[config.mk]
export PLATFORM = sky130hd
export DESIGN_NAME = rpf_queue
export DESIGN_NICKNAME = d
export VERILOG_FILES = /design/src/hw/rtl/rpf_queue.sv
export SDC_FILE = /design/constraint.sdc
export NUM_CORES = 1
export LEC_CHECK = 0
export ABC_AREA = 1
export BUFFER_PORTS_ARGS = -buffer_cell sky130_fd_sc_hd__buf_2
export CAP_MARGIN = 40
export CORE_ASPECT_RATIO = 0.7
export CORE_MARGIN = 2
export CORE_UTILIZATION = 55
export DETAILED_ROUTE_END_ITERATION = 16
export HOLD_SLACK_MARGIN = 0.03
export PLACE_DENSITY = 0.87
export SLEW_MARGIN = 20
export SYNTH_ARGS = -nofsm -noshare
export SYNTH_HDL_FRONTEND = slang
export SYNTH_SLANG_ARGS = --single-unit
[constraint.sdc]
create_clock -name aclk -period 1.8 [get_ports aclk]
set_input_delay 0.09 -clock aclk [delete_from_list [all_inputs] [get_ports aclk]]
set_output_delay 0.09 -clock aclk [all_outputs]
set_load 0.02 [all_outputs]
[src/hw/rtl/rpf_queue.sv]
// Small register queue between the front and the back
// No package dependency
`default_nettype none

module rpf_queue #(
    parameter int DATA_W = 8,
    parameter int DEPTH  = 4
) (
    input  wire logic              aclk,
    input  wire logic              aresetn,
    input  wire logic              in_valid,
    output logic                   in_ready,
    input  wire logic [DATA_W-1:0] in_data,
    output logic                   out_valid,
    input  wire logic              out_ready,
    output logic [DATA_W-1:0]      out_data
);

    localparam int ADDR_W = (DEPTH > 1) ? $clog2(DEPTH) : 1;
    localparam int CNT_W  = $clog2(DEPTH + 1);

    logic [DATA_W-1:0] slot_reg [DEPTH];
    logic [ADDR_W-1:0] wr_ptr_reg, wr_ptr_next;
    logic [ADDR_W-1:0] rd_ptr_reg, rd_ptr_next;
    logic [CNT_W-1:0]  count_reg, count_next;
    logic              push, pop;

    assign in_ready  = (count_reg != CNT_W'(DEPTH));
    assign out_valid = (count_reg != '0);
    assign out_data  = slot_reg[rd_ptr_reg];
    assign push      = in_valid && in_ready;
    assign pop       = out_valid && out_ready;

    // pointer and fill count update
    always_comb begin
        wr_ptr_next = wr_ptr_reg;
        rd_ptr_next = rd_ptr_reg;
        count_next  = count_reg;
        if (push) begin
            wr_ptr_next = (wr_ptr_reg == ADDR_W'(DEPTH - 1)) ? '0 : wr_ptr_reg + 1'b1;
        end
        if (pop) begin
            rd_ptr_next = (rd_ptr_reg == ADDR_W'(DEPTH - 1)) ? '0 : rd_ptr_reg + 1'b1;
        end
        if (push && !pop) begin
            count_next = count_reg + 1'b1;
        end else if (pop && !push) begin
            count_next = count_reg - 1'b1;
        end
    end

    always_ff @(posedge aclk) begin
        if (!aresetn) begin
            wr_ptr_reg <= '0;
            rd_ptr_reg <= '0;
            count_reg  <= '0;
        end else begin
            wr_ptr_reg <= wr_ptr_next;
            rd_ptr_reg <= rd_ptr_next;
            count_reg  <= count_next;
        end
    end

    // storage
    always_ff @(posedge aclk) begin
        if (push) begin
            slot_reg[wr_ptr_reg] <= in_data;
        end
    end

endmodule

`default_nettype wire

# After elaboration in Yosys (flattened, before gate mapping)
# Memories as Yosys holds them, arrays and structs flattened. A register that Yosys moved wholly into a read port is not among the register bits.
# Index checks and enable logic that the tools add are counted.
dict set report classes {
  reduce_logical 8
  eq_ne 3
  n_mux 8
  addsub 4
}
# cell count
set op_table {}
lappend op_table {{two-way mux 2 bit} 4}
lappend op_table {{two-way mux 3 bit} 2}
lappend op_table {{adder 2 x 1 -> 2 bit, second input constant} 2}
lappend op_table {{== test 2 bit, second input constant} 2}
lappend op_table {{logical AND 1 bit} 4}
lappend op_table {{adder 3 x 1 -> 3 bit, second input constant} 1}
lappend op_table {{!= test 3 bit, second input constant} 1}
lappend op_table {{nonzero test 3 bit} 1}
lappend op_table {{subtractor 3 x 1 -> 3 bit, second input constant} 1}
lappend op_table {{zero test 1 bit} 2}
lappend op_table {{two-way mux 1 bit} 2}
lappend op_table {{nonzero test 2 bit} 1}
dict set report word_totals {
  in_bits 12
  memories 1
  out_inout_bits 10
  elab_cells 27
  ramBits 32
  ff_bits 7
}
# memory depth word_bits rd rd_ports_with_merged_regs write_ports line_no
set mem_list {}
lappend mem_list {slot_reg 4 8 1 1 1 22} ;# logic [DATA_W-1:0] slot_reg [DEPTH];

# Depth between registers and ports, before layout
dict set report depth {
  depth_word 6
  depth_mapped 13
  mapped_depth_nobuf 13
}

# Least setup slack after synthesis
# Ideal clock, no wire load.
dict set report synth_path {
  path_kind {reg-to-reg}
  from {register count_reg[1]}
  to {register count_reg[2]}
  t_arrival_ps 1656
  setup_slack_ps 34
  required_time_ps 1690
  n_path_buf 0
  setup_ps 110
  period_less_slack_ps 1766
  path_stages_with_launch 13
  cell_sequence {dfxtp_1 > nor2_2 > nand2_1 > nand2_1 > ha_1 > inv_1 > fa_1 > inv_1 > nand2_1 > nand3_1 > nand2_1 > inv_1 > nor2_1}
}
dict set report synth_between {
  elab_chain_len 5
  word_cells_on_any_way 13
  classes_between {add/sub: 2; eq/ne: 1; mux: 2; reduce/logical: 8}
}
# element line_no
set synth_rtl {}
lappend synth_rtl {{start: declaration} 25} ;# logic [CNT_W-1:0] count_reg, count_next;
lappend synth_rtl {{start signal: assignment} 60} ;# count_reg <= count_next;
lappend synth_rtl {{nonzero test 3 bit *} 29} ;# assign out_valid = (count_reg != '0);
lappend synth_rtl {{via out_valid} 14} ;# output logic out_valid,
lappend synth_rtl {{logical AND 1 bit *} 32} ;# assign pop = out_valid && out_ready;
lappend synth_rtl {{zero test 1 bit} 45} ;# if (push && !pop) begin
lappend synth_rtl {{logical AND 1 bit} 45}
lappend synth_rtl {{two-way mux 3 bit or nonzero test 2 bit (tied branches)} -}
# The timed path passes the listed nets; every way through them passes the cells marked *. The select of a mux whose other input is x is not followed.
# A chain may end at the register's enable or synchronous reset.

# Final worst setup path
dict set report layout_path {
  from {register count_reg[0]}
  to {register count_reg[2]}
}
dict set report layout_between {
  elab_chain_len 5
  word_cells_on_any_way 13
  classes_between {add/sub: 2; eq/ne: 1; mux: 2; reduce/logical: 8}
}
# element
set layout_rtl {}
lappend layout_rtl {{parallel branches: the longest is 5 deep, another holds subtractor 3 x 1 -> 3 bit}}
# Several ways; the timed one is not identified. The select of a mux whose other input is x is not followed.

==> results.cfg <==
[run_status]
outcome = finished clean

[layout]
final_cell_mix = nor2_1 (32), edfxtp_1 (32), buf_2 (21)
utilization_pct = 72.7
layout-drive-gt1-share_pct = 25.0
n_antenna_cell = 0
largest_reg_flops = 32
finalNonFillerCells = 224
area_delta_synth_final_pct = 23.2
final_nets = 206
stdcell_area_um2 = 2080

[clocking]
post-cts-setup-buffers = 0
clk_latency_ns = 0.30
path_clk_slew_ns = 0.08
cts_buffers = 5
cts.sinks = 41
cts_tree = built
clock_tree.root_cell = clkbuf_8
cts.path.max_buffers = 2
cts_max_level = 2

[pwr]
finalPower_w = 0.00317
power_density_nw_per_um2 = 1520
ir_worst_vdd_mv = 0.969
p_leak_nw = 0.848

[logic_synthesis]
yosys-top-cells-area = edfxtp_1 (57%), dfxtp_1 (11%), nor2_1 (7.1%)
synthCells = 146
yosysTopAreaCellShare_pct = 56.8
syn_nets = 165
syn_area_um2 = 1690
ys.warnings.count = 0
ys_types = 19
yosys.area.top_type = edfxtp_1
avgSynthCellArea_um2 = 11.6
synth_seq_area_share_pct = 67.5
ys_ff_latch = 41

[sta]
hold_viol = 0
clock_skew_ns = 0.0104
setup_viol_count_final = 0
worstMarginPinSlew_ns = 0.351
relSlewSlack_pct = 76.5
max_freq_mhz = 585
timing.final.crit_share_pct = 95.0
fin_ws_ns = 0.0904
fin_crit_ns = 1.71
maxSlewViolCount = 0

[placed_design]
pre_cts_slack_ns = 0.113
dp_cells = 208
io_buffers = 21
dp_hpwl_mm = 2.09
postPlaceCellArea_um2 = 1870
gp_congestion = 0.732

[worst_setup_path]
worstPathRequired_ns = 2.01
cp_slowest_cell = fa_1
crit_buf_inv = 3
critPathArrivalTime_ns = 1.92
reg2reg_from = count_reg[0]$_SDFFE_PN0P_
path_common_cell = inv_1
reg2reg_slack_ns = 0.09
worstSetupPathType = register to register
path_delay_family = adder cells
path_cells = nor2_4, nand2_2, nand2_2, ha_1, inv_1, fa_1, inv_1, nand2_1, nand3_1, nand2_1, inv_1, nor2_1
cp_max_fo = 3
r2r-end = count_reg[2]$_SDFFE_PN0P_
startpoint = count_reg[0]$_SDFFE_PN0P_
r2r_cells = 12
worstSetupEndpoint = count_reg[2]$_SDFFE_PN0P_
crit_cells = 12
end_kind = register
crit_path_max_incr_delay_ns = 0.40
start_kind = register

[hold_path]
worstHoldPathCells = 3
worstHoldPathType = input pin to register

[global_routing]
track_usage_pct = 21.2
grt_pass1_vias = 1143
grt_max_degree = 17
gr-total-overflow = 0
antenna_found_initial = 0
grt_pass1_wl_mm = 5.29

[detailed_routing]
finalWirelength_mm = 3.47
drt_first_iter_violations = 165
remaining_drc_errors = 0
wl_per_cell_um = 15.5
antenna_left = 0
drt_first_pass_iters = 6
viasPerCell = 5.28
vias = 1182

[floorplanning]
fp.dieH_um = 50.4
rows = 16
initial_core_util_pct = 59.0
io_pins = 22
die_w_um = 70.3
core_area_um2 = 2860
die-area_um2 = 3540

[run]
drv_cap = 0
[worst min-delay path by stage]
stage | start | end | slack [ns]
final | aresetn | count_reg[2]$_SDFFE_PN0P_ | 0.07
after global placement | in_data[5] | slot_reg[3][5]$_DFFE_PP_ | 0.30
after global routing | aresetn | wr_ptr_reg[1]$_SDFFE_PN0P_ | 0.08
after CTS | aresetn | count_reg[2]$_SDFFE_PN0P_ | 0.07
after floorplan | in_data[0] | slot_reg[0][0]$_DFFE_PP_ | 0.19
after detailed placement | in_data[6] | slot_reg[0][6]$_DFFE_PP_ | 0.31
[worst min-delay path, delay by kind of cell]
family / cells / cell delay (ns)
buffers and inverters: 1 / 0.14
and+or+nand+nor: 2 / 0.10
[through the flow]
step,TNS [ns],hold slack [ns]
floorplan,0,0.189
global placement,0,0.298
detailed placement,0,0.305
CTS,0,0.0696
global route,-0.0267,0.0772
finish,0,0.0732
[cell usage after synthesis]
library cell / count
o21ai_2: 3
nand3_1: 1
nor2_2: 1
buf_6: 2
nand2_2: 2
o21ai_0: 14
fa_1: 1
inv_1: 16
inv_2: 1
edfxtp_1: 32
dfxtp_1: 9
a21oi_1: 2
ha_1: 6
o22ai_1: 8
o21ai_1: 1
nand2_1: 13
nor2_1: 32
nand4_1: 1
nand3b_1: 1
[cells by family (layout without fill, tap and decap cells)]
group | after synthesis | count (layout) | synth area share [%]
and+or+nand+nor | 51 | 51 | 12.2
DFF | 41 | 41 | 67.5
AOI/OAI and AO/OA | 28 | 28 | 9.55
buffers and inverters | 19 | 61 | 5.11
adders and majority gates | 7 | 7 | 5.63
[layout make-up]
| class | instances | area, µm² |
|---|---|---|
| sequential | 41 | 1140 |
| fill | 179 | 781 |
| multi-input combinational | 86 | 473 |
| timing repair buffer | 36 | 238 |
| clock buffer | 6 | 82.6 |
| inverter | 17 | 63.8 |
| tap | 36 | 45.0 |
| clock inverter | 2 | 36.3 |
[power by group]
| group | internal, W | total (W) | switching [W] | leakage (nW) |
|---|---|---|---|---|
| Combinational | 0.000389 | 0.00108 | 0.000694 | 0.418 |
| Sequential | 0.00118 | 0.00131 | 0.000124 | 0.368 |
| Clock | 0.000452 | 0.000781 | 0.000330 | 0.0617 |
| Total | 0.00202 | 0.00317 | 0.00115 | 0.848 |
[per-layer routing]
| metal | wire length (µm) | global-route usage, % | vias up | part of all wire [%] |
|---|---|---|---|---|
| li1 | - | - | 582 | - |
| met5 | 0 | 0 | - | 0 |
| met4 | 114 | 12.2 | 0 | 3.3 |
| met3 | 199 | 5.62 | 12 | 5.7 |
| met2 | 1710 | 36.0 | 36 | 49 |
| met1 | 1450 | 24.7 | 552 | 42 |
[what timing repair did]
action	4_1_cts	5_1_grt
endpoints found under the hold margin	32	0
hold buffers	8	0
resized for setup	0	5
setup endpoints to repair	0	2
No activity file was read; power rests on OpenSTA's default activity.
