<file path="src/hw/rtl/rpf_pkg.sv">
// Shared types and constants of the pixel filter
// No dependencies
`default_nettype none

package rpf_pkg;

    // one pixel, channel 0 red, 1 green, 2 blue
    localparam int CH_NUM = 3;
    typedef logic [7:0] chan_t;
    typedef logic [CH_NUM-1:0][7:0] pix_t;

    localparam chan_t CHAN_MAX = 8'd255;

    // filter_mode codes
    localparam logic [2:0] MODE_THRESH  = 3'd0;
    localparam logic [2:0] MODE_INVERT  = 3'd1;
    localparam logic [2:0] MODE_MERGE   = 3'd2;
    localparam logic [2:0] MODE_LIGHTEN = 3'd3;
    localparam logic [2:0] MODE_DARKEN  = 3'd4;
    localparam logic [2:0] MODE_EDGE    = 3'd5;

    // register indexes
    localparam logic [1:0] REG_FILTER_MODE     = 2'd0;
    localparam logic [1:0] REG_IMAGE_SIZE      = 2'd1;
    localparam logic [1:0] REG_LEVEL_THRESHOLD = 2'd2;
    localparam logic [1:0] REG_EDGE_THRESHOLD  = 2'd3;

    // register reset values
    localparam logic [2:0] FILTER_MODE_RST     = MODE_THRESH;
    localparam logic [8:0] IMAGE_SIZE_RST      = 9'd256;
    localparam logic [7:0] LEVEL_THRESHOLD_RST = 8'd127;
    localparam logic [7:0] EDGE_THRESHOLD_RST  = 8'd50;

    // smallest usable image side
    localparam int MIN_SIZE = 2;

    // depth of the queue between front and back
    localparam int QUEUE_DEPTH = 4;

    // operation the back applies to an item
    typedef enum logic [2:0] {
        OP_THRESH,
        OP_INVERT,
        OP_MERGE,
        OP_LIGHTEN,
        OP_DARKEN,
        OP_EDGE,
        OP_PASS
    } op_t;

    // classification of one item, set by the front
    typedef struct packed {
        op_t  op;
        logic emit_edge;   // edge result for the row above
        logic emit_pass;   // last row, pixel also goes out unchanged
        logic has_right;   // right neighbour exists in the row above
    } cls_t;

endpackage

`default_nettype wire

</file>
<file path="src/hw/rtl/rpf_front.sv">
// Front of the pixel filter: takes pixels, tracks position, classifies
// Depends on rpf_pkg
`default_nettype none

module rpf_front
    import rpf_pkg::*;
#(
    parameter int MAX_SIZE = 256
) (
    input  wire logic                          aclk,
    input  wire logic                          aresetn,
    input  wire logic [2:0]                    filter_mode,
    input  wire logic [8:0]                    image_size,
    input  wire logic                          s_valid,
    output logic                               s_ready,
    input  wire pix_t                          s_cur,
    input  wire pix_t                          s_sec,
    input  wire logic                          s_frame_start,
    input  wire logic                          q_ready,
    output logic                               q_push,
    output cls_t                               q_cls,
    output pix_t                               q_cur,
    output pix_t                               q_sec,
    output logic [$clog2(MAX_SIZE)-1:0]        q_row,
    output logic [$clog2(MAX_SIZE)-1:0]        q_col
);

    localparam int POS_W = $clog2(MAX_SIZE);
    localparam int SZ_W  = $clog2(MAX_SIZE + 1);
    localparam int CMP_W = (SZ_W > 9) ? SZ_W : 9;

    logic [POS_W-1:0] row_count_reg, row_count_next;
    logic [POS_W-1:0] col_count_reg, col_count_next;
    logic [CMP_W-1:0] img, eff_size;
    logic [POS_W-1:0] row0, col0, row, col;
    logic [CMP_W-1:0] row_inc, col_inc;
    logic             last_col, last_row, accept;
    op_t              op;

    assign s_ready = q_ready;
    assign accept  = s_valid && q_ready;
    assign q_push  = accept;

    // clamp the image side to the supported range
    always_comb begin
        img = CMP_W'(image_size);
        if (img < CMP_W'(MIN_SIZE)) begin
            eff_size = CMP_W'(MIN_SIZE);
        end else if (img > CMP_W'(MAX_SIZE)) begin
            eff_size = CMP_W'(MAX_SIZE);
        end else begin
            eff_size = img;
        end
    end

    // position of this pixel and of the next one
    always_comb begin
        row0     = s_frame_start ? '0 : row_count_reg;
        col0     = s_frame_start ? '0 : col_count_reg;
        col      = (CMP_W'(col0) >= eff_size) ? '0 : col0;
        row      = (CMP_W'(row0) >= eff_size) ? '0 : row0;
        col_inc  = CMP_W'(col) + 1'b1;
        row_inc  = CMP_W'(row) + 1'b1;
        last_col = (col_inc >= eff_size);
        last_row = (row_inc == eff_size);
        if (last_col) begin
            col_count_next = '0;
            row_count_next = last_row ? '0 : POS_W'(row_inc);
        end else begin
            col_count_next = POS_W'(col_inc);
            row_count_next = row;
        end
    end

    // mode to operation
    always_comb begin
        unique case (filter_mode)
            MODE_THRESH:  op = OP_THRESH;
            MODE_INVERT:  op = OP_INVERT;
            MODE_MERGE:   op = OP_MERGE;
            MODE_LIGHTEN: op = OP_LIGHTEN;
            MODE_DARKEN:  op = OP_DARKEN;
            MODE_EDGE:    op = OP_EDGE;
            default:      op = OP_PASS;
        endcase
    end

    // queue entry
    always_comb begin
        q_cls.op        = op;
        q_cls.emit_edge = (op == OP_EDGE) && (row != '0);
        q_cls.emit_pass = (op == OP_EDGE) && last_row;
        q_cls.has_right = !last_col;
        q_cur           = s_cur;
        q_sec           = s_sec;
        q_row           = row;
        q_col           = col;
    end

    always_ff @(posedge aclk) begin
        if (!aresetn) begin
            row_count_reg <= '0;
            col_count_reg <= '0;
        end else if (accept) begin
            row_count_reg <= row_count_next;
            col_count_reg <= col_count_next;
        end
    end

endmodule

`default_nettype wire

</file>
<file path="config.mk">
export PLATFORM = sky130hd
export DESIGN_NAME = rpf_front
export DESIGN_NICKNAME = d
export VERILOG_FILES = /design/src/hw/rtl/rpf_pkg.sv /design/src/hw/rtl/rpf_front.sv
export SDC_FILE = /design/constraint.sdc
export NUM_CORES = 1
export LEC_CHECK = 0
export BUFFER_PORTS_ARGS = -buffer_cell sky130_fd_sc_hd__buf_2
export CORE_MARGIN = 2
export CORE_UTILIZATION = 35
export DETAILED_ROUTE_END_ITERATION = 8
export GPL_ROUTABILITY_DRIVEN = 0
export GPL_TIMING_DRIVEN = 0
export PLACE_DENSITY = 0.72
export SLEW_MARGIN = 30
export SYNTH_ARGS = -nofsm -noshare
export SYNTH_HDL_FRONTEND = slang
export SYNTH_SLANG_ARGS = --single-unit
export TNS_END_PERCENT = 20
</file>
<file path="constraint.sdc">
create_clock -name aclk -period 5.1 [get_ports aclk]
set_input_delay 0.765 -clock aclk [delete_from_list [all_inputs] [get_ports aclk]]
set_output_delay 0.765 -clock aclk [all_outputs]
set_load 0.02 [all_outputs]
</file>
== Yosys cells after proc, flatten, opt, wreduce, memory -nomap -nowiden ==
Index checks and enable logic that the tools add are counted.

* Flip-flop bits (word level): 16
* Input port bits: 65
* Output and inout bits: 72
* Word-level logic and storage cells: 32

* Add/sub/neg operators: 2
* Magnitude comparators: 5
* Equal/unequal tests: 7
* Mux-type cells: 10
* Reduce and logical (&&, ||, !) cells: 6

{| class="wikitable"
|+ Operators by type and width
! operator !! count
|-
| $mux 8 || 7
|-
| $add 8x1->9 const B || 2
|-
| $ge 8x9->1 || 2
|-
| $mux 9 || 2
|-
| $pmux 3 s6 || 1
|-
| $eq 3x3->1 const B || 3
|-
| $eq 9x9->1 || 1
|-
| $ge 9x9->1 || 1
|-
| $gt 9x9->1 const B || 1
|-
| $lt 9x2->1 const B || 1
|-
| $reduce_bool 8->1 || 1
|-
| $eq 3x2->1 const B || 2
|-
| $eq 3x1->1 const B || 1
|-
| $logic_and 1x1->1 || 3
|-
| $logic_not 3->1 || 1
|-
| $logic_not 1->1 || 1
|}

== Depth between registers and ports, before layout ==
Gate-level depths: netlist of the first run.

* Word-level depth: 9
* Depth in mapped cells: 24
* Depth with buffers taken out: 23

== Worst setup path after synthesis of the first run ==
OpenSTA, ideal clock, no wires.

* Path type: input to output
* Start: input image_size[6]
* End: output q_cls[0] (netlist name)
* Arrival: 4848 ps
* Data required time: 4335 ps
* Slack: -513 ps
* Stages: 21
* Path buffers: 1
* Path through: nor4_1 nand2_1 and3_1 ha_1 nand2b_1 a21o_1 a21oi_1 o311ai_1 and2_1 clkbuf_1 nor2_1 and2_1 ha_1 nand2_1 nor4_1 xnor2_1 nor2_1 ha_1 a31oi_1 o21ai_1 clkinv_1

{| class="wikitable"
|+ RTL lines
! what !! line !! text
|-
| start, declared || rpf_front.sv:13 || <nowiki>input wire logic [8:0] image_size,</nowiki>
|-
| end, declared || rpf_front.sv:21 || <nowiki>output cls_t q_cls,</nowiki>
|}

==> out/metrics.yaml, run 1 <==
timing:
  drv_slew: 0
  fmax_mhz: 192
  finalSetupViolCount: 1
  totalNegativeSetupSlack_ns: -0.108
  finalWorstPathRequiredPeriod_ns: 5.21
  fin_crit_sh: 1.02
  slew_headroom: 0.631
  worst_pin_slew_ns: 0.552
  finalHoldViolCount: 0
  rsz0062_at_grt: "true"
  fin_ws_ns: -0.108
  holdWs_ns: 0.472
  fin_worst_skew_ns: 0.00598
floorplanning:
  die-height_um: 88.4
  fp-row-count: 30
  die_x_um: 88.4
  start_util: 0.365
  ioPinCount: 137
  die-area_sq_um: 7820
  core_region_area_sq_um: 6830
power_and_ir_drop:
  pwr-share-comb: 0.466
  internal_power_uw: 267
  p_clk_frac: 0.223
  switchingPower_uw: 145
  p_leak_uw: 0.00183
  p_sw_frac: 0.352
  power_density_nw_per_um2: 112
  peakVddDrop_uv: 73.4
  p_seq_frac: 0.311
grt:
  antenna_found_initial: 0
  overflow: 0
  grt_pass1_wl_um: 11700
  grt_start_max_net_pins: 11
  grtUsageTotal: 0.188
  grt_pass1_vias: 2547
critical_path:
  cp_slowest_cell: "or4_1"
  crit_path_end_kind: "output pin"
  worstPathArrival_ns: 4.44
  startpoint_type: "input port"
  path_cells: "buf_4 > and2b_2 > inv_4 > ha_1 > and4b_1 > and3_4 > a211oi_4 > nand2_1 > inv_2 > ha_4 > buf_6 > xor2_2 > or4_1 > a311oi_2 > o22ai_2 > a2111oi_4 > nor2b_4 > buf_6"
  crit_top_cell: "buf_6"
  path_class: "input port to output pin"
  critPathMaxStageDelay_ns: 0.53
  ff2ff_setup_slack_ns: 0.73
  required_ns: 4.34
  path_max_fanout: 8
clocking:
  root_buffer: "clkbuf_8"
  clock-sinks: 16
  path_clk_slew_ns: 0.06
  cts_hold_buf: 0
  cts_buffers: 3
  clock_latency_ns: 0.24
  cts_buffer_depth: 2
  tritoncts: "done"
  ctsHtreeMaxLevel: 1
synth:
  yosys_most_used_dff: "dfxtp_1"
  ys_seq_elements: 16
  synthArstFlopShare: 0
  synth_fp_nets: 425
  synthTopCellsByArea: "buf_4, ha_1, dfxtp_1"
  yosys-top-cells-count: "buf_4, ha_1, nand2_1, nor2_1"
  yosysWarnings: 0
  synth_top_cell_area_share: 0.148
  yosysMostFrequentCell: "buf_4"
  synth-seq-area-share: 0.128
  netlist_area_sq_um: 2490
  synth_cells: 332
  postSynthAreaPerCell_sq_um: 7.51
  synthDistinctLibCells: 60
  yosysTopAreaCell: "buf_4"
  synth_edf_count: 0
hold_path:
  hold_path.class: "register to register"
route:
  dr.pass1.iters: 5
  drtAntennaViolNets: 0
  drtIter0Drc: 261
  viasPerCell: 5.27
  vias: 2876
  wl_per_cell_um: 14.6
  wl_um: 7960
  drc: 0
placement:
  hpwl_um: 5750
  dp.cells: 515
  place_area_sq_um: 3120
  numPortBuffers: 87
  dp_slack_ns: -0.893
final_layout:
  final_nets: 545
  finalNonFillerCells: 546
  drive_above_1_share: 0.511
  antenna_cells: 0
  design_area_sq_um: 3680
  syn2layout_area_growth_pct: 47.4
run:
  maxCapViolations: 0
status:
  violations: "setup timing"
  status: "finished, violations left"
==> per-stage QoR <==
stage / total power (uW) / utilization
2_1_floorplan: 245 / -
3_3_place_gp: 287 / 0.456
3_5_place_dp: 290 / 0.456
4_1_cts: 407 / 0.520
5_1_grt: 436 / 0.538
6_report: 412 / 0.538
==> cells by family (layout without fill, tap and decap cells) <==
| logic type | count (synthesis) | in the layout | synth area share |
|---|---|---|---|
| AND/OR/NAND/NOR | 127 | 127 | 0.273 |
| buffers and inverters | 80 | 198 | 0.194 |
| AO/OA/AOI/OAI | 66 | 66 | 0.205 |
| adder cells (fa/ha/maj) | 28 | 28 | 0.140 |
| flip-flops | 16 | 16 | 0.128 |
| XOR/XNOR | 14 | 14 | 0.0547 |
| multiplexers | 1 | 1 | 0.00401 |
==> power groups by stage <==
stage	Combinational, uW	Clock [uW]	Sequential, uW
finish	192	91.8	128
floorplan	115	0	130
global placement	157	0	131
CTS	185	94.6	128
detailed placement	159	0	131
global route	207	102	128
==> worst paths after layout <==
check | to | cells past startpoint | start
max | q_cls[1] | 18 | image_size[8]
min | col_count_reg[3] | 2 | col_count_reg[3]
max reg2reg | row_count_reg[5] | 18 | row_count_reg[5]
min reg2reg | col_count_reg[3] | 2 | col_count_reg[3]
==> routing by layer <==
| metal | GRT usage | wire length [um] | vias to the layer above |
|---|---|---|---|
| li1 | - | - | 1375 |
| met1 | 0.236 | 3170 | 1293 |
| met2 | 0.346 | 3970 | 180 |
| met3 | 0.0140 | 645 | 28 |
| met4 | 0.0496 | 169 | 0 |
| met5 | 0 | 0 | - |
==> cell type report <==
class,instances,area [sq um]
Fill cell,621,3160
Multi-Input combinational cell,236,1990
Timing Repair Buffer,116,688
Buffer,61,434
Sequential cell,16,320
Tap cell,96,120
Inverter,18,77.6
Clock buffer,3,41.3
==> placed cells by master (no fill, tap or decap), types with 5 or more instances in the layout <==
master    instances
buf_2            82
xnor2_1           7
inv_2             5
nand2b_1         11
buf_4            79
buf_6             5
and2_1            6
ha_4              5
inv_1            10
nor2_1           19
ha_1             23
a21oi_1           9
nor2b_1           6
dfxtp_1          16
a21boi_1          5
nand4_1           5
a21o_1            6
nand2_1          23
a32o_1            6
clkbuf_1          8
nor3_1            5
nand3_1          13
==> critical path: cells and delay by family <==
family          cells  cell delay, ns
simple gates        6            1.57
xor+xnor            1            0.07
compound gates      4            1.08
buf+inv             5            0.52
fa+ha+maj           2            0.42
==> repair_timing <==
| action | CTS | global route |
|---|---|---|
| pin swaps | 24 | 16 |
| setup buffers | 26 | 3 |
| resized for setup | 52 | 21 |
| endpoints found under the setup margin | 13 | 2 |
Power figures use the tool's default switching activity.
==> run 2: changes to the inputs <==
Settings changed: RECOVER_POWER from default to 50.
==> run 2 against run 1 <==
  * The flow still finishes with violations (setup timing)
  * Utilization decreased by 0.79 points
  * Via count decreased by 1.1%
  * Non-clock buffer count unchanged
  * Worst hold slack got worse by 0.0032 ns
  * Critical path depth unchanged
  * Design area decreased by 1.5%
==> out/metrics.yaml, run 2 (synthesis results as in run 1) <==
floorplanning:
  die-height_um: 88.4  # unchanged
  fp-row-count: 30  # unchanged
  start_util: 0.365  # unchanged
  die_x_um: 88.4  # unchanged
  core_region_area_sq_um: 6830  # unchanged
  die-area_sq_um: 7820  # unchanged
  ioPinCount: 137  # unchanged
timing:
  rsz0062_at_grt: "true"
  fin_ws_ns: -0.102  # +0.00556 ns
  finalWorstPathRequiredPeriod_ns: 5.20  # -0.00556 ns
  fin_worst_skew_ns: 0.00508  # -0.000897 ns
  finalSetupViolCount: 1  # unchanged
  slew_headroom: 0.624  # -0.00718
  fmax_mhz: 192  # +0.11%
  worst_pin_slew_ns: 0.564  # +0.0122 ns
  drv_slew: 0  # unchanged
  finalHoldViolCount: 0  # unchanged
  fin_crit_sh: 1.02  # -0.00109
grt:
  grtUsageTotal: 0.188  # unchanged
  grt.busiest_layer: "met2"
  gr-usage-met1: 0.236  # unchanged
  grt_start_max_net_pins: 11  # unchanged
  antenna_found_initial: 0  # unchanged
  grt_pass1_vias: 2547  # unchanged
  grt_pass1_wl_um: 11700  # unchanged
  use_met3: 0.0140  # unchanged
  use_met2: 0.346  # unchanged
  overflow: 0  # unchanged
route:
  vias: 2845  # -1.1%
  drtIter0Drc: 253  # -3.1%
  drtAntennaViolNets: 0  # unchanged
  dr.pass1.iters: 5  # unchanged
  wl_um: 8040  # +1.0%
  wl_per_cell_um: 14.7  # +1.0%
  drc: 0  # unchanged
  viasPerCell: 5.21  # -1.1%
final_layout:
  final_util: 0.530  # -0.00787
  final_nets: 545  # unchanged
  final_cell_mix: "buf_4, clkbuf_1, buf_2"
  syn2layout_area_growth_pct: 45.3
  drive_above_1_share: 0.416  # -0.0956
  design_area_sq_um: 3620  # -1.5%
  final_common_cell: "buf_4"
  finalNonFillerCells: 546  # unchanged
  antenna_cells: 0  # unchanged
clocking:
  clock-sinks: 16  # unchanged
  root_buffer: "clkbuf_8"
  clock_latency_ns: 0.25  # about the same
  ctsHtreeMaxLevel: 1  # unchanged
  tritoncts: "done"
  path_clk_slew_ns: 0.06  # about the same
  cts_hold_buf: 0  # unchanged
  cts_buffer_depth: 2  # unchanged
  cts_buffers: 3  # unchanged
critical_path:
  required_ns: 4.34  # about the same
  ff2ff_setup_slack_ns: 0.74  # about the same
  crit_path_end_kind: "output pin"
  path_class: "input port to output pin"
  path_max_fanout: 8  # unchanged
  startpoint_type: "input port"
  worstPathArrival_ns: 4.44  # about the same
power_and_ir_drop:
  peakVddDrop_uv: 74.5  # +1.4%
  power_density_nw_per_um2: 113  # +0.80%
  power_uw: 409  # -0.68%
  p_leak_uw: 0.00172  # -6.5%
run:
  maxCapViolations: 0  # unchanged
placement:
  dp_slack_ns: -0.893  # unchanged
  numPortBuffers: 87  # unchanged
  dp.cells: 515  # unchanged
  hpwl_um: 5750  # unchanged
  place_area_sq_um: 3120  # unchanged
hold_path:
  hold_path.class: "register to register"
status:
  violations: "setup timing"
  status: "finished, violations left"
==> run 2: changes by cell type in the layout (fill, tap and decap cells not counted) <==
cell,delta
buf_2,-43
clkbuf_1,+43
==> run 2: final timing paths <==
check	from	to	cells after the start
worst min-delay path	col_count_reg[3]	col_count_reg[3]	2
worst min register to register	col_count_reg[3]	col_count_reg[3]	2
worst max-delay path	image_size[8]	q_cls[1]	18
worst max register to register	row_count_reg[5]	row_count_reg[3]	18
==> run 2: power by group <==
group / switching [uW] / total (uW) / internal (uW)
Sequential: 1.85 / 128 / 126
Clock: 40.8 / 93.1 / 52.3
Combinational: 105 / 188 / 83.6
Total: 147 / 409 / 262
==> run 2: per-stage QoR <==
stage	hold slack, ns	setup TNS, ns
global placement	0.458	-6.98
floorplan	0.431	-0.0217
global route	0.510	-0.384
detailed placement	0.464	-7.91
finish	0.468	-0.102
CTS	0.473	-0.120
==> run 2: metal layers <==
layer	vias to the layer above	routed length, um	part of all wire
li1	1375	-	-
met1	1276	3180	0.40
met2	179	4010	0.50
met3	15	712	0.089
met4	0	129	0.016
met5	-	0	0
==> run 2: timing repair <==
| item | 4_1_cts | 5_1_grt |
|---|---|---|
| pin swaps | 24 | 16 |
| setup endpoints to repair | 13 | 2 |
| setup buffers | 26 | 3 |
| gates resized for setup | 52 | 21 |
==> run 2: worst max-delay path, stage by stage <==
cell       delay (ns)
buf_4            0.14
and2b_2          0.25
inv_4            0.05
ha_1             0.26
and4b_1          0.23
and3_4           0.20
a211oi_4         0.35
nand2_1          0.14
inv_2            0.10
ha_4             0.16
buf_6            0.11
xor2_2           0.07
or4_1            0.53
a311oi_2         0.29
o22ai_2          0.13
a2111oi_4        0.31
nor2b_4          0.22
buf_6            0.12
==> run 2: final cells by class <==
| type | instances | area, sq um |
|---|---|---|
| buffer | 61 | 434 |
| clock buffer | 3 | 41.3 |
| fill | 644 | 3210 |
| inverter | 18 | 77.6 |
| multi-input combinational | 236 | 1990 |
| sequential | 16 | 320 |
| tap | 96 | 120 |
| timing repair buffer | 116 | 634 |
==> run 3: changes to the inputs <==
Settings changed: CORE_UTILIZATION 35 to 41, PLACE_DENSITY 0.72 to 0.82.
==> run 3 against run 2 <==
  * The run still ends with setup timing left
  * Clock-buffer cell count unchanged
  * First-iteration DRC count shrank 28%
  * Wire length is 2.3% higher
  * Clock skew is essentially flat
  * Total power up 0.49%
  * Sequential power is essentially flat
  * Combinational power barely moved
  * Critical endpoint unchanged
  * Largest cell class unchanged
==> out/metrics.yaml, run 3 (synthesis results as in run 1) <==
status:
  status: "finished, violations left"
  violations: "setup timing"
clocking:
  cts_buffer_depth: 2  # unchanged
  cts_buffers: 3  # unchanged
  root_buffer: "clkbuf_8"
  cts_hold_buf: 0  # unchanged
  ctsHtreeMaxLevel: 1  # unchanged
  clock_latency_ns: 0.25  # about the same
  path_clk_slew_ns: 0.06  # about the same
  clock-sinks: 16  # unchanged
  tritoncts: "done"
floorplanning:
  core_region_area_sq_um: 5890  # -14%
  die-height_um: 82.0  # -7.3%
  die-area_sq_um: 6720  # -14%
  start_util: 0.424  # +0.0587
  fp-row-count: 28  # -6.7%
  ioPinCount: 137  # unchanged
  die_x_um: 82.0  # -7.3%
critical_path:
  startpoint: "s_frame_start"
  required_ns: 4.34  # about the same
  critPathBufInv: 4  # -1
  crit_path_end_kind: "output pin"
  critPathTopFamily: "simple AND/OR/NAND/NOR gates"
  ff2ff_setup_slack_ns: 0.69  # -0.05 ns
  path_max_fanout: 10  # +2
  worstPathArrival_ns: 4.39  # -0.05 ns
  critPathMaxStageDelay_ns: 0.50  # -0.03 ns
  r2r-end: "row_count_reg[5]"
  cp_slowest_cell: "or4_4"
  path_class: "input port to output pin"
  path_cells: "buf_6 > buf_4 > nor2b_4 > ha_4 > and4b_1 > and3_4 > a211oi_4 > nand2_2 > inv_2 > ha_4 > nand3_2 > mux2i_2 > or4_4 > a311oi_2 > o22ai_2 > a2111oi_4 > nor2b_4 > buf_6"
  startpoint_type: "input port"
  r2r_start: "row_count_reg[5]"
  rr_worst_depth: 18  # unchanged
final_layout:
  antenna_cells: 0  # unchanged
  final_nets: 550  # +0.92%
  design_area_sq_um: 3650  # +0.86%
  final_cell_mix: "buf_4, clkbuf_1, buf_2"
  drive_above_1_share: 0.422  # +0.00642
  syn2layout_area_growth_pct: 46.5
  final_common_cell: "buf_4"
route:
  drc: 0  # unchanged
  drtAntennaViolNets: 0  # unchanged
  viasPerCell: 5.57  # +6.9%
  vias: 2952  # +3.8%
  drtIter0Drc: 181  # -28%
  dr.pass1.iters: 5  # unchanged
  wl_per_cell_um: 15.5  # +5.4%
  wl_um: 8220  # +2.3%
timing:
  finalHoldViolCount: 0  # unchanged
  fin_crit_sh: 1.01  # -0.00903
  worst_pin_slew_ns: 0.525  # -0.0389 ns
  drv_slew: 0  # unchanged
  finalSetupViolCount: 1  # unchanged
  fin_worst_skew_ns: 0.00524  # +0.000153 ns
  fmax_mhz: 194  # +0.89%
  fin_ws_ns: -0.0560  # +0.0461 ns
  slew_headroom: 0.647  # +0.0232
  finalWorstPathRequiredPeriod_ns: 5.16  # -0.0461 ns
  rsz0062_at_grt: "true"
grt:
  antenna_found_initial: 0  # unchanged
  grtUsageTotal: 0.221  # +0.0332
  grt_pass1_wl_um: 11800  # +0.47%
  grt_start_max_net_pins: 11  # unchanged
  overflow: 0  # unchanged
  grt_pass1_vias: 2629  # +3.2%
placement:
  hpwl_um: 5640  # -1.8%
  place_area_sq_um: 3090  # -0.84%
  numPortBuffers: 87  # unchanged
  dp_slack_ns: -0.871  # +0.0223 ns
power_and_ir_drop:
  p_sw_frac: 0.358  # -0.00186
  p_clk_frac: 0.225  # -0.002
  power_density_nw_per_um2: 113  # -0.37%
  peakVddDrop_uv: 148  # +98%
  p_leak_uw: 0.00174  # +1.5%
  internal_power_uw: 264  # +0.78%
  p_seq_frac: 0.311  # -0.002
  pwr-share-comb: 0.464  # +0.004
  switchingPower_uw: 147  # about the same
run:
  maxCapViolations: 0  # unchanged
hold_path:
  hp-start: "col_count_reg[3]"
  hold_path_depth: 2  # unchanged
  hold_path.class: "register to register"
  min_delay_worst_endpoint: "col_count_reg[3]"
[run 3: cell type report]
class / instances / area, sq um
sequential: 16 / 320
tap: 75 / 93.8
clock buffer: 3 / 41.3
fill: 511 / 2230
timing repair buffer: 121 / 678
inverter: 18 / 80.1
multi-input combinational: 236 / 2000
buffer: 61 / 438
[run 3: metrics by stage]
step	setup TNS (ns)	instances	hold slack, ns	power, uW	utilization
global route	-0.287	530	0.485	432	0.621
floorplan	-0.0217	332	0.431	245	-
CTS	-0.119	521	0.461	403	0.594
global placement	-5.93	494	0.443	286	0.525
finish	-0.0560	530	0.456	411	0.621
detailed placement	-7.70	494	0.452	290	0.525
[run 3: repair_timing]
action                                  CTS  global route
buffers inserted                         25             9
endpoints found under the setup margin   13             5
pin swaps                                21            23
resized for setup                        44            33
cloned                                    0             0
[run 3: power groups by stage]
stage,registers [uW],logic [uW],clock network (uW)
final,128,191,92.3
after global routing,128,207,97.2
after CTS,128,181,94.1
after detailed placement,131,159,0
after global placement,131,156,0
after floorplan,130,115,0
[run 3: worst max path at each step]
| stage | end | slack (ns) | depth (start not counted) |
|---|---|---|---|
| after CTS | q_cls[1] | -0.12 | 18 |
| after global routing | q_cls[1] | -0.15 | 19 |
| after global placement | q_cls[1] | -0.82 | 19 |
| final | q_cls[1] | -0.06 | 18 |
| after floorplan | q_cls[0] | -0.02 | 21 |
| after detailed placement | q_cls[1] | -0.87 | 19 |
[run 3: per-layer routing]
metal,GRT usage,part of all wire,wire (um),vias to the layer above
li1,-,-,-,1379
met1,0.275,0.37,3050,1329
met2,0.387,0.48,3980,206
met3,0.0220,0.11,870,38
met4,0.0933,0.039,317,0
met5,0,0,0,-
[run 3: worst min-delay path: cells and delay by family (launching register included)]
family,cells,cell delay [ns]
AO/OA/AOI/OAI,1,0.05
flip-flops,1,0.31
AND/OR/NAND/NOR,1,0.05
